**config.mk**
```make
export PLATFORM = sky130hd
export DESIGN_NAME = firewall_rule_table_matcher_unit
export DESIGN_NICKNAME = d
export VERILOG_FILES = /design/src/design/fwrtm_pkg.sv /design/src/design/fwrtm_ram.sv /design/src/design/firewall_rule_table_matcher_unit.sv
export VERILOG_INCLUDE_DIRS = /design/src /design/src/design
export SDC_FILE = /design/constraint.sdc
export NUM_CORES = 2
export LEC_CHECK = 0
export ABC_AREA = 1
export BUFFER_PORTS_ARGS = -buffer_cell sky130_fd_sc_hd__buf_4
export CORE_ASPECT_RATIO = 0.6
export CORE_MARGIN = 3
export CORE_UTILIZATION = 40
export CTS_BUF_LIST = sky130_fd_sc_hd__clkbuf_4 sky130_fd_sc_hd__clkbuf_8
export DETAILED_ROUTE_END_ITERATION = 8
export GPL_TIMING_DRIVEN = 0
export PLACE_DENSITY_LB_ADDON = 0.2
export SLEW_MARGIN = 40
export SYNTH_ARGS = -nofsm -noshare
export SYNTH_HDL_FRONTEND = slang
export SYNTH_SLANG_ARGS = --single-unit
```
**constraint.sdc**
```tcl
create_clock -name clock -period 9.6 [get_ports clock]
set_clock_uncertainty 0.15 [all_clocks]
set_input_delay 1.92 -clock clock [delete_from_list [all_inputs] [get_ports clock]]
set_output_delay 1.92 -clock clock [all_outputs]
set_load 0.1 [all_outputs]
```
**src/design/firewall_rule_table_matcher_unit_assert.svh**
```systemverilog
// ---------------------------------------------------------------------------
// Firewall rule table matcher assertion macros
// Concurrent assertion wrappers, clocked on clock and disabled in reset.
// ---------------------------------------------------------------------------
`ifndef FIREWALL_RULE_TABLE_MATCHER_UNIT_ASSERT_SVH
`define FIREWALL_RULE_TABLE_MATCHER_UNIT_ASSERT_SVH
`ifndef SYNTHESIS
`define FWRTM_ASSERT(lbl, prop) \
   lbl: assert property (@(posedge clock) disable iff (reset) (prop)) \
      else $error("fwrtm assertion failed");
`define FWRTM_ASSERT_NEXT(lbl, ante, cons) \
   lbl: assert property (@(posedge clock) disable iff (reset) (ante) |=> (cons)) \
      else $error("fwrtm assertion failed");
`else
`define FWRTM_ASSERT(lbl, prop)
`define FWRTM_ASSERT_NEXT(lbl, ante, cons)
`endif
`endif

```
**src/design/fwrtm_pkg.sv**
```systemverilog
// ---------------------------------------------------------------------------
// Firewall rule table matcher package
// Table sizing, rule entry layout, action and status codes.
// ---------------------------------------------------------------------------
package fwrtm_pkg;

   localparam int RULE_DEPTH = 16;
   localparam int IDX_W      = (RULE_DEPTH > 1) ? $clog2(RULE_DEPTH) : 1;
   localparam int CNT_W      = $clog2(RULE_DEPTH + 1);
   localparam int MATCH_W    = 4;

   localparam logic [1:0] ACT_ADD    = 2'd0;
   localparam logic [1:0] ACT_DELETE = 2'd1;
   localparam logic [1:0] ACT_CHECK  = 2'd2;

   typedef enum logic [2:0] {
      ST_ADDED     = 3'd0,
      ST_INVALID   = 3'd1,
      ST_DELETED   = 3'd2,
      ST_NOT_FOUND = 3'd3,
      ST_ACCEPTED  = 3'd4,
      ST_REJECTED  = 3'd5,
      ST_ILLEGAL   = 3'd6,
      ST_FULL      = 3'd7
   } status_type;

   typedef enum logic [1:0] {
      FSM_IDLE,
      FSM_SCAN,
      FSM_SHIFT,
      FSM_RESP
   } fsm_type;

   typedef struct packed {
      logic [31:0] ip_hi;
      logic [31:0] ip_lo;
      logic [15:0] port_hi;
      logic [15:0] port_lo;
      logic        ip_rng;
      logic        port_rng;
   } entry_type;

   localparam int ENTRY_W = $bits(entry_type);

endpackage

```
**src/design/fwrtm_ram.sv**
```systemverilog
// ---------------------------------------------------------------------------
// Firewall rule table matcher RAM
// Generic simple dual-port RAM: one write port, one registered read port.
// ---------------------------------------------------------------------------
module fwrtm_ram #(
   parameter int  WIDTH  = 8,
   parameter int  DEPTH  = 16,
   localparam int ADDR_W = (DEPTH > 1) ? $clog2(DEPTH) : 1
) (
   input  logic              clock,
   input  logic              wr_en,
   input  logic [ADDR_W-1:0] wr_addr,
   input  logic [WIDTH-1:0]  wr_data,
   input  logic [ADDR_W-1:0] rd_addr,
   output logic [WIDTH-1:0]  rd_data
);

   logic [WIDTH-1:0] mem_ff [DEPTH];
   logic [WIDTH-1:0] rd_data_ff;

   always_ff @(posedge clock) begin
      if (wr_en) begin
         mem_ff[wr_addr] <= wr_data;
      end
      rd_data_ff <= mem_ff[rd_addr];
   end

   assign rd_data = rd_data_ff;

endmodule

```
**src/design/firewall_rule_table_matcher_unit.sv**
```systemverilog
// ---------------------------------------------------------------------------
// Firewall rule table matcher
// Ordered rule table with add, delete and first-match check.
// ---------------------------------------------------------------------------
// Requests enter on the req_ channel (valid/ready) and each produces exactly
// one response transaction on the rsp_ channel: a status and, for an accepted
// check, the index of the first matching rule.
// Rules live in one RAM with a registered read. An add writes the RAM
// directly, without a scan. A check or delete scans the rules one per
// cycle from index 0 up to the match or the end. A delete then closes the
// gap by copying each later rule down one place, one rule per cycle, so a
// delete reads every rule whether or not it finds the rule. Rejected
// requests (invalid rule, illegal query, full or empty table) go straight
// to the response without a scan.
// One request is processed at a time; req_ready is high whenever the
// controller is idle, even while a response waits in the output register.
// If the receiver stalls, the finished response is held and the next
// request waits once its own response is ready.
// A synchronous reset empties the table and drops any pending response; the
// RAM contents are not cleared, entries at or above the rule count are never
// used.
// ---------------------------------------------------------------------------
`include "firewall_rule_table_matcher_unit_assert.svh"

module firewall_rule_table_matcher_unit (
   input  logic        clock,
   input  logic        reset,
   input  logic        req_valid,
   output logic        req_ready,
   input  logic [1:0]  req_action,
   input  logic [31:0] req_ip_low,
   input  logic [31:0] req_ip_high,
   input  logic        req_ip_is_range,
   input  logic [15:0] req_port_low,
   input  logic [15:0] req_port_high,
   input  logic        req_port_is_range,
   output logic        rsp_valid,
   input  logic        rsp_ready,
   output logic [2:0]  rsp_status,
   output logic [3:0]  rsp_match_index
);

   fwrtm_pkg::fsm_type    state_ff, state_in;
   fwrtm_pkg::entry_type  query_ff, query_in;
   logic [1:0]            act_ff, act_in;
   logic [fwrtm_pkg::IDX_W-1:0] idx_ff, idx_in;
   logic [fwrtm_pkg::IDX_W-1:0] src_ff, src_in;
   logic [fwrtm_pkg::CNT_W-1:0] count_ff, count_in;
   fwrtm_pkg::status_type status_ff, status_in;
   logic [fwrtm_pkg::MATCH_W-1:0] match_ff, match_in;
   logic                  rsp_valid_ff, rsp_valid_in;
   fwrtm_pkg::status_type rsp_status_ff, rsp_status_in;
   logic [fwrtm_pkg::MATCH_W-1:0] rsp_match_ff, rsp_match_in;

   fwrtm_pkg::entry_type  req_entry;
   fwrtm_pkg::entry_type  rd_entry;
   logic                  req_ok;
   logic                  accept;
   logic                  hit;
   logic                  last_idx;
   logic                  last_src;
   logic                  load_rsp;

   logic                        wr_en;
   logic [fwrtm_pkg::IDX_W-1:0] wr_addr;
   logic [fwrtm_pkg::IDX_W-1:0] rd_addr;
   fwrtm_pkg::entry_type        wr_data;
   logic [fwrtm_pkg::ENTRY_W-1:0] rd_data;

   always_comb begin
      req_entry.ip_lo    = req_ip_low;
      req_entry.ip_hi    = req_ip_is_range ? req_ip_high : req_ip_low;
      req_entry.port_lo  = req_port_low;
      req_entry.port_hi  = req_port_is_range ? req_port_high : req_port_low;
      req_entry.ip_rng   = req_ip_is_range;
      req_entry.port_rng = req_port_is_range;
      req_ok = (!req_ip_is_range || (req_ip_low < req_ip_high)) &&
               (!req_port_is_range || (req_port_low <= req_port_high));
   end

   assign rd_entry  = fwrtm_pkg::entry_type'(rd_data);
   assign req_ready = (state_ff == fwrtm_pkg::FSM_IDLE);
   assign accept    = req_valid && req_ready;
   assign last_idx  = ((fwrtm_pkg::CNT_W'(idx_ff) + 1'b1) == count_ff);
   assign last_src  = ((fwrtm_pkg::CNT_W'(src_ff) + 1'b1) == count_ff);

   always_comb begin
      if (act_ff == fwrtm_pkg::ACT_CHECK) begin
         hit = (query_ff.ip_lo >= rd_entry.ip_lo) && (query_ff.ip_lo <= rd_entry.ip_hi) &&
               (query_ff.port_lo >= rd_entry.port_lo) &&
               (query_ff.port_lo <= rd_entry.port_hi);
      end else begin
         hit = (query_ff == rd_entry);
      end
   end

   always_comb begin
      state_in  = state_ff;
      query_in  = query_ff;
      act_in    = act_ff;
      idx_in    = idx_ff;
      src_in    = src_ff;
      count_in  = count_ff;
      status_in = status_ff;
      match_in  = match_ff;
      load_rsp  = 1'b0;
      wr_en     = 1'b0;
      wr_addr   = count_ff[fwrtm_pkg::IDX_W-1:0];
      wr_data   = req_entry;
      rd_addr   = '0;
      unique case (state_ff)
         fwrtm_pkg::FSM_IDLE: begin
            if (accept) begin
               query_in = req_entry;
               act_in   = req_action;
               idx_in   = '0;
               match_in = '0;
               state_in = fwrtm_pkg::FSM_RESP;
               unique case (req_action)
                  fwrtm_pkg::ACT_ADD: begin
                     if (!req_ok) begin
                        status_in = fwrtm_pkg::ST_INVALID;
                     end else if (count_ff >= fwrtm_pkg::CNT_W'(fwrtm_pkg::RULE_DEPTH)) begin
                        status_in = fwrtm_pkg::ST_FULL;
                     end else begin
                        wr_en     = 1'b1;
                        count_in  = count_ff + 1'b1;
                        status_in = fwrtm_pkg::ST_ADDED;
                     end
                  end
                  fwrtm_pkg::ACT_DELETE: begin
                     if (!req_ok) begin
                        status_in = fwrtm_pkg::ST_INVALID;
                     end else if (count_ff == '0) begin
                        status_in = fwrtm_pkg::ST_NOT_FOUND;
                     end else begin
                        state_in = fwrtm_pkg::FSM_SCAN;
                     end
                  end
                  fwrtm_pkg::ACT_CHECK: begin
                     if (req_ip_is_range || req_port_is_range) begin
                        status_in = fwrtm_pkg::ST_ILLEGAL;
                     end else if (count_ff == '0) begin
                        status_in = fwrtm_pkg::ST_REJECTED;
                     end else begin
                        state_in = fwrtm_pkg::FSM_SCAN;
                     end
                  end
                  default: begin
                     status_in = fwrtm_pkg::ST_ILLEGAL;
                  end
               endcase
            end
         end
         fwrtm_pkg::FSM_SCAN: begin
            rd_addr = idx_ff + 1'b1;
            if (hit) begin
               if (act_ff == fwrtm_pkg::ACT_CHECK) begin
                  status_in = fwrtm_pkg::ST_ACCEPTED;
                  match_in  = fwrtm_pkg::MATCH_W'(idx_ff);
                  state_in  = fwrtm_pkg::FSM_RESP;
               end else if (last_idx) begin
                  count_in  = count_ff - 1'b1;
                  status_in = fwrtm_pkg::ST_DELETED;
                  state_in  = fwrtm_pkg::FSM_RESP;
               end else begin
                  src_in   = idx_ff + 1'b1;
                  state_in = fwrtm_pkg::FSM_SHIFT;
               end
            end else if (last_idx) begin
               status_in = (act_ff == fwrtm_pkg::ACT_CHECK) ? fwrtm_pkg::ST_REJECTED
                                                            : fwrtm_pkg::ST_NOT_FOUND;
               state_in  = fwrtm_pkg::FSM_RESP;
            end else begin
               idx_in = idx_ff + 1'b1;
            end
         end
         fwrtm_pkg::FSM_SHIFT: begin
            rd_addr = src_ff + 1'b1;
            wr_en   = 1'b1;
            wr_addr = src_ff - 1'b1;
            wr_data = rd_entry;
            if (last_src) begin
               count_in  = count_ff - 1'b1;
               status_in = fwrtm_pkg::ST_DELETED;
               state_in  = fwrtm_pkg::FSM_RESP;
            end else begin
               src_in = src_ff + 1'b1;
            end
         end
         fwrtm_pkg::FSM_RESP: begin
            if (!rsp_valid_ff || rsp_ready) begin
               load_rsp = 1'b1;
               state_in = fwrtm_pkg::FSM_IDLE;
            end
         end
         default: begin
            state_in = fwrtm_pkg::FSM_IDLE;
         end
      endcase
   end

   always_comb begin
      rsp_status_in = rsp_status_ff;
      rsp_match_in  = rsp_match_ff;
      rsp_valid_in  = rsp_valid_ff && !rsp_ready;
      if (load_rsp) begin
         rsp_valid_in  = 1'b1;
         rsp_status_in = status_ff;
         rsp_match_in  = match_ff;
      end
   end

   always_ff @(posedge clock) begin
      if (reset) begin
         state_ff     <= fwrtm_pkg::FSM_IDLE;
         count_ff     <= '0;
         rsp_valid_ff <= 1'b0;
      end else begin
         state_ff     <= state_in;
         count_ff     <= count_in;
         rsp_valid_ff <= rsp_valid_in;
      end
      query_ff      <= query_in;
      act_ff        <= act_in;
      idx_ff        <= idx_in;
      src_ff        <= src_in;
      status_ff     <= status_in;
      match_ff      <= match_in;
      rsp_status_ff <= rsp_status_in;
      rsp_match_ff  <= rsp_match_in;
   end

   fwrtm_ram #(
      .WIDTH (fwrtm_pkg::ENTRY_W),
      .DEPTH (fwrtm_pkg::RULE_DEPTH)
   ) u_rule_ram (
      .clock   (clock),
      .wr_en   (wr_en),
      .wr_addr (wr_addr),
      .wr_data (wr_data),
      .rd_addr (rd_addr),
      .rd_data (rd_data)
   );

   assign rsp_valid       = rsp_valid_ff;
   assign rsp_status      = rsp_status_ff;
   assign rsp_match_index = rsp_match_ff;

   `FWRTM_ASSERT(a_count_bound, count_ff <= fwrtm_pkg::CNT_W'(fwrtm_pkg::RULE_DEPTH))
   `FWRTM_ASSERT(a_scan_in_table, (state_ff != fwrtm_pkg::FSM_SCAN) || (fwrtm_pkg::CNT_W'(idx_ff) < count_ff))
   `FWRTM_ASSERT(a_shift_in_table, (state_ff != fwrtm_pkg::FSM_SHIFT) || (fwrtm_pkg::CNT_W'(src_ff) < count_ff))
   `FWRTM_ASSERT(a_write_when_allowed, !wr_en || (state_ff == fwrtm_pkg::FSM_IDLE) || (state_ff == fwrtm_pkg::FSM_SHIFT))
   `FWRTM_ASSERT_NEXT(a_resp_loaded, load_rsp, rsp_valid_ff && (state_ff == fwrtm_pkg::FSM_IDLE))

endmodule

```
======== After elaboration in Yosys (flattened, before gate mapping) ========
Memory sizes are Yosys's and may differ from the RTL's. A register that Yosys moved wholly into a read port is not among the register bits.
Index checks and enable logic that the tools add are counted.
word-level totals
  bits in registers ....................... 130
  bits in writable memories ............... 1568
  input bits .............................. 104
  output and inout bits ................... 9
  word-level logic and storage cells ...... 147
  memories ................................ 1
operators by class
  add/subtract/negate cells ............... 7
  order comparisons ....................... 7
  equality and inequality tests ........... 26
  multiplexer cells ....................... 63
  reduce and logical (&&, ||, !) cells .... 27
memories
  memory             depth  bits a word  rd ports  clocked after memory_dff  wr ports  RTL line         text
  u_rule_ram.mem_ff  16     98           1         1                         1         fwrtm_ram.sv:18  logic [WIDTH-1:0] mem_ff [DEPTH];
operator list
  operator                                                       count
  98-bit equality test                                           1
  98-bit 2-to-1 mux                                              1
  5-bit 2-to-1 mux                                               8
  3-bit 2-to-1 mux                                               13
  4-bit 2-to-1 mux                                               9
  32-bit greater-or-equal comparator                             1
  16-bit <= comparator                                           2
  32-bit <= comparator                                           1
  32-bit < comparator                                            1
  32-bit 2-to-1 mux                                              1
  4-bit case mux with 2 select lines                             4
  2-bit != test, second input constant                           10
  3-bit case mux with 3 select lines                             2
  16-bit greater-or-equal comparator                             1
  16-bit 2-to-1 mux                                              1
  2-bit 2-to-1 mux                                               8
  5-bit case mux with 3 select lines                             1
  1-bit 2-to-1 mux                                               12
  4-bit AND reduction                                            3
  4-bit by 1-bit adder with 5-bit output, second input constant  2
  5-bit equality test                                            2
  9-bit AND reduction                                            1
  4-bit by 1-bit adder with 4-bit output, second input constant  2
  2-bit equality test, second input constant                     4
  21 further kinds                                               39

======== Depth between registers and ports, before layout ========
  word-level depth ........................ 9
  depth in mapped cells ................... 20
  depth with buffers taken out ............ 20

======== By module ========
From an unflattened synthesis, not the netlist that was laid out.
unflattened totals
  cell total of the unflattened synthesis .. 7859
  area total of the unflattened synthesis .. 79806.5 µm²
by module, submodules not included
  module                            times used  cells each  area each (µm²)  sequential area each (µm²)
  fwrtm_ram                         1           6431        68823.5          49047.0
  firewall_rule_table_matcher_unit  1           1428        10983.0          3823.7

======== Worst setup path before layout ========
Ideal clock, no wire load.
  path type ............................... in2reg
  start ................................... in req_port_high[1]
  end ..................................... mem u_rule_ram.mem_ff[10][0] in the netlist's numbering (enable)
  library setup time ...................... 0.555 ns
  arrival time ............................ 7.378 ns
  data required time ...................... 8.895 ns
  path slack .............................. 1.517 ns
  cell stages on the path ................. 15
  path buffers ............................ 1
  path through ............................ inv_1 -> ha_1 -> inv_1 -> nor2_1 -> o21ai_0 -> nand2_1 -> a21oi_1 -> or2_2 -> nand2_1 -> nand2_1 -> nand4_1 -> nor2_1 -> nor2_1 -> buf_2 -> nor2_1
between the ends
  word-level cells in the longest chain between the ends .. 9
ends and longest elaborated chain
  item                                    RTL line                                 text
  from (decl)                             firewall_rule_table_matcher_unit.sv:35   input logic [15:0] req_port_high,
  16-bit <= comparator                    firewall_rule_table_matcher_unit.sv:78   (!req_port_is_range || (req_port_low <= req_port_high));
  1-bit logical OR                        firewall_rule_table_matcher_unit.sv:78
  1-bit logical AND                       firewall_rule_table_matcher_unit.sv:77   req_ok = (!req_ip_is_range || (req_ip_low < req_ip_high)) &&
  1-bit 2-to-1 mux                        firewall_rule_table_matcher_unit.sv:121  if (!req_ok) begin
  1-bit 2-to-1 mux                        firewall_rule_table_matcher_unit.sv:119  unique case (req_action)
  1-bit 2-to-1 mux                        firewall_rule_table_matcher_unit.sv:113  if (accept) begin
  1-bit case mux with 2 select lines      firewall_rule_table_matcher_unit.sv:111  unique case (state_ff)
  1-bit 2-to-1 mux                        fwrtm_ram.sv:22                          if (wr_en) begin
  1-bit 2-to-1 mux (implied by the code)  fwrtm_ram.sv:23                          mem_ff[wr_addr] <= wr_data;
  to (decl)                               fwrtm_ram.sv:18
No other way between the ends.

======== Worst setup path in the final report ========
  start ................................... in req_ip_high[15]
  end ..................................... mem u_rule_ram.mem_ff[3][58] in the netlist's numbering (enable)
between the ends
  word-level cells in the longest chain between the ends .. 9
ends and longest elaborated chain
  item                                    RTL line                                 text
  from (decl)                             firewall_rule_table_matcher_unit.sv:32   input logic [31:0] req_ip_high,
  32-bit < comparator                     firewall_rule_table_matcher_unit.sv:77
  1-bit logical OR                        firewall_rule_table_matcher_unit.sv:77
  1-bit logical AND                       firewall_rule_table_matcher_unit.sv:77
  1-bit 2-to-1 mux                        firewall_rule_table_matcher_unit.sv:121
  1-bit 2-to-1 mux                        firewall_rule_table_matcher_unit.sv:119
  1-bit 2-to-1 mux                        firewall_rule_table_matcher_unit.sv:113
  1-bit case mux with 2 select lines      firewall_rule_table_matcher_unit.sv:111
  1-bit 2-to-1 mux                        fwrtm_ram.sv:22
  1-bit 2-to-1 mux (implied by the code)  fwrtm_ram.sv:23
No other way between the ends.

==> qor.txt <==
area post-placement: 0.0826 sq mm
Crit. End Element: flop
grt met1 use: 42.7%
cell family with the largest share of critical-path delay: simple AND/OR/NAND/NOR gates
adder-cell area share of the yosys netlist: 2.68%
Rel. slew slack: 36.7%
Hold Violations, Final: 0
area of the die: 0.191 sq mm
syn nets: 6,224
post-cts repair resize count: 0
internal power: 16.4 mW
CTS Buffer Depth: 4
largest family of logic cells by synthesized area: compound AO/OA/AOI/OAI gates
combinational share of power: 37.1%
Finish-stage setup viols: 0
Sw Ratio: 40.5%
placed insts: 8,764
crit-path most repeated cell: nand2_1
DRC: 0
Detailed Route Iter0 Violations: 8,337
Yosys reg bits: 1,796
met3 GRT Util: 8.43%
vias in the first global route: 49,600
RSZ-0062 raised after global routing: false
Area Overhead vs Synth: 18.7%
cell area after synthesis: 0.0741 sq mm
Cell Pwr Density: 313 mW/mm^2
Worst-path clk slew: 0.07 ns
fin crit period: 6.20 ns
post-synthesis compound-gate area fraction: 11.3%
DR WL/cell: 29.1 um
Static Leak: 30.7 nW
Die W: 562 um
WP data arrival: 6.68 ns
CP peak stage delay: 0.57 ns
hold_buf cts: 0
crit path cell chain: buf_4, inv_1, ha_1, nand2_1, nor4_1, nand2_1, nand2_1, nand2_1, nand2_1, nand2_1, nand4_1, nor2_1, nor2_2, buf_2, nor2_4, buf_16, buf_16, buf_16, buf_8, buf_8, buf_16, buf_16
Row Count: 121
H-tree levels: 5
post-synth cell types: 47
multi-input logic area: 0.0192 sq mm
Worst Path Buf+Inv: 10
TritonCTS clock tree: yes
NetSw: 11.2 mW
core region area: 0.183 sq mm
synth warn: 0
CTS Buf Count: 268
Worst Max-Slew Pin Slew: 0.949 ns
layout cells sized above 1: 16.1%
Clock power frac: 23.3%
Starting Density: 40.6%
met2 usage: 36.2%
hold crit path type: reg -> reg
Skew-Pair Late Insertion Delay: 0.94 ns
gr usage total: 27.4%
nets: 6,838
largest net degree at the start of global routing: 56
CP Max Fanout: 13
Synth Area in XOR/XNOR: 0.555%
Root Buffer: clkbuf_8
initial antenna violation count: 24
setup bufs post-CTS: 0
fin area: 0.0880 sq mm
boundary pin count: 113
global route total overflow: 0
die height: 339 um
Tcrit/Tclk final: 64.6%
Post-DRT Antenna Nets: 0
outcome: finished, final reports clean
Hold Slack: 0.276 ns
Reg power frac: 39.6%
post-synthesis simple-gate area fraction: 10.6%
GR peak layer: met1
share of the yosys chip area belonging to registers: 71.3%
synth top area cells: edfxtp_1 (68%), nor2_1 (7.5%), o21ai_0 (3.1%)
post-synthesis mux area share: 0%
via count: 53,500
Synth area leader: edfxtp_1
non-filler cells, final: 9,247
CTS Sinks: 1,796
Vias/cell: 5.79
global-route wire length before repair: 374,000 um
syn avg cell area: 12.4 sq um
WL final: 269,000 um
CP required: 10.07 ns
WS Path Type: in -> reg
drt pass-1 iters: 8
Syn Inst Count: 5,962
FF+latch area: 0.0529 sq mm
filler instances: 16,100
gpl congestion: 0.924
DP HPWL: 193,000 um
Critical Path Start Type: input pin
max_cap viols: 0
Final Slew Violations: 0
Slowest cell on crit path: buf_2
IO Port Bufs: 112
maximum VDD drop: 0.148 mV
FMAX: 0.161 GHz
post-synth top area share: 68.5%
sequential cells by signal (all words and copies together) (netlist names):
| signal | cells |
|---|---|
| act_ff | 2 |
| rsp_valid | 1 |
| query_ff | 98 |
| u_rule_ram.rd_data | 98 |
| match_ff | 4 |
| u_rule_ram.mem_ff | 1568 |
| count_ff | 5 |
| status_ff | 3 |
| idx_ff | 4 |
| src_ff | 4 |
| rsp_match_index | 4 |
| rsp_status | 3 |
| state_ff | 2 |
cell type report:
cell class                      count  area share [%]
Clock buffer                      377            5.29
Multi-Input combinational cell   3526            21.8
Inverter                          281            1.21
Tap cell                         2460            3.50
Clock inverter                     91           0.697
Buffer                            359            1.83
Sequential cell                  1796            60.1
Antenna cell                       13          0.0370
Timing Repair Buffer              344            5.51
layer usage:
layer  vias to the layer above  wire length [um]  part of all wire, %
met4                         2              7970                  3.0
li1                      23000                 -                    -
met2                      3432            105000                   39
met5                         -                13               0.0048
met3                       438             36600                   14
met1                     26600            119000                   44
cells by family after synthesis:
family                   after synthesis
AO/OA/AOI/OAI                       1261
XOR/XNOR                              47
adder cells (fa/ha/maj)              158
buffers and inverters                640
flip-flops                          1796
AND/OR/NAND/NOR                     2060
Yosys cell counts, drive strengths merged:
cell,instances
a21o,1
a21oi,85
nand3,35
or2,6
xnor2,31
nor2,1485
inv,281
fa,1
edfxtp,1690
nand4,16
o21bai,2
a31oi,1
o32ai,194
nand3b,1
nor3,7
o22ai,1
ha,157
xor2,16
a211oi,1
and2,1
o21ai,566
dfxtp,106
o31ai,2
o21a,7
nand2,504
clkbuf,201
buf,158
o211ai,202
o311ai,196
a22oi,1
nor4,5
a41oi,1
a32oi,1
cells in the final DEF, fill, tap and decap left out, drive strengths merged, types with 2 or more instances in the layout:
cell type | Yosys | layout
a21oi | 85 | 85
buf | 158 | 502
bufinv | 0 | 6
clkbuf | 201 | 578
clkinv | 0 | 73
clkinvlp | 0 | 7
dfxtp | 106 | 106
diode | 0 | 13
edfxtp | 1690 | 1690
ha | 157 | 157
inv | 281 | 286
nand2 | 504 | 504
nand3 | 35 | 35
nand4 | 16 | 16
nor2 | 1485 | 1485
nor3 | 7 | 7
nor4 | 5 | 5
o211ai | 202 | 202
o21a | 7 | 7
o21ai | 566 | 566
o21bai | 2 | 2
o311ai | 196 | 196
o31ai | 2 | 2
o32ai | 194 | 194
or2 | 6 | 6
xnor2 | 31 | 31
xor2 | 16 | 16
worst paths after layout:
kind                                                start                                  to  slack [ns]  cells past startpoint
worst max-delay path                      req_ip_high[15]  u_rule_ram.mem_ff[3][58]$_DFFE_PP_        3.40                     22
worst min-delay path            match_ff[2]$_SDFFCE_PN0P_        rsp_match_index[2]$_DFFE_PP_        0.28                      0
worst max register to register   state_ff[0]$_SDFFE_PP0P_       u_rule_ram.rd_data[5]$_DFF_P_        4.67                     11
worst min register to register  match_ff[2]$_SDFFCE_PN0P_        rsp_match_index[2]$_DFFE_PP_        0.28                      0
metrics by stage:
step	power, mW	utilization, %	TNS [ns]	setup slack (ns)
finish	27.5	48.1	0	3.40
global placement	20.2	42.7	-8678.50	-6.14
floorplan	15.9	-	0	1.52
global route	28.5	48.1	0	3.28
detailed placement	20.9	45.2	0	2.58
CTS	27.2	48.1	0	3.49
power by group through the flow:
stage | registers [mW] | logic (mW) | clock network [mW]
finish | 10.9 | 10.2 | 6.40
global route | 10.9 | 10.8 | 6.79
CTS | 10.9 | 9.91 | 6.44
detailed placement | 11.0 | 9.86 | 0
global placement | 11.4 | 8.87 | 0
floorplan | 11.0 | 4.92 | 0
Power figures use the tool's default switching activity.
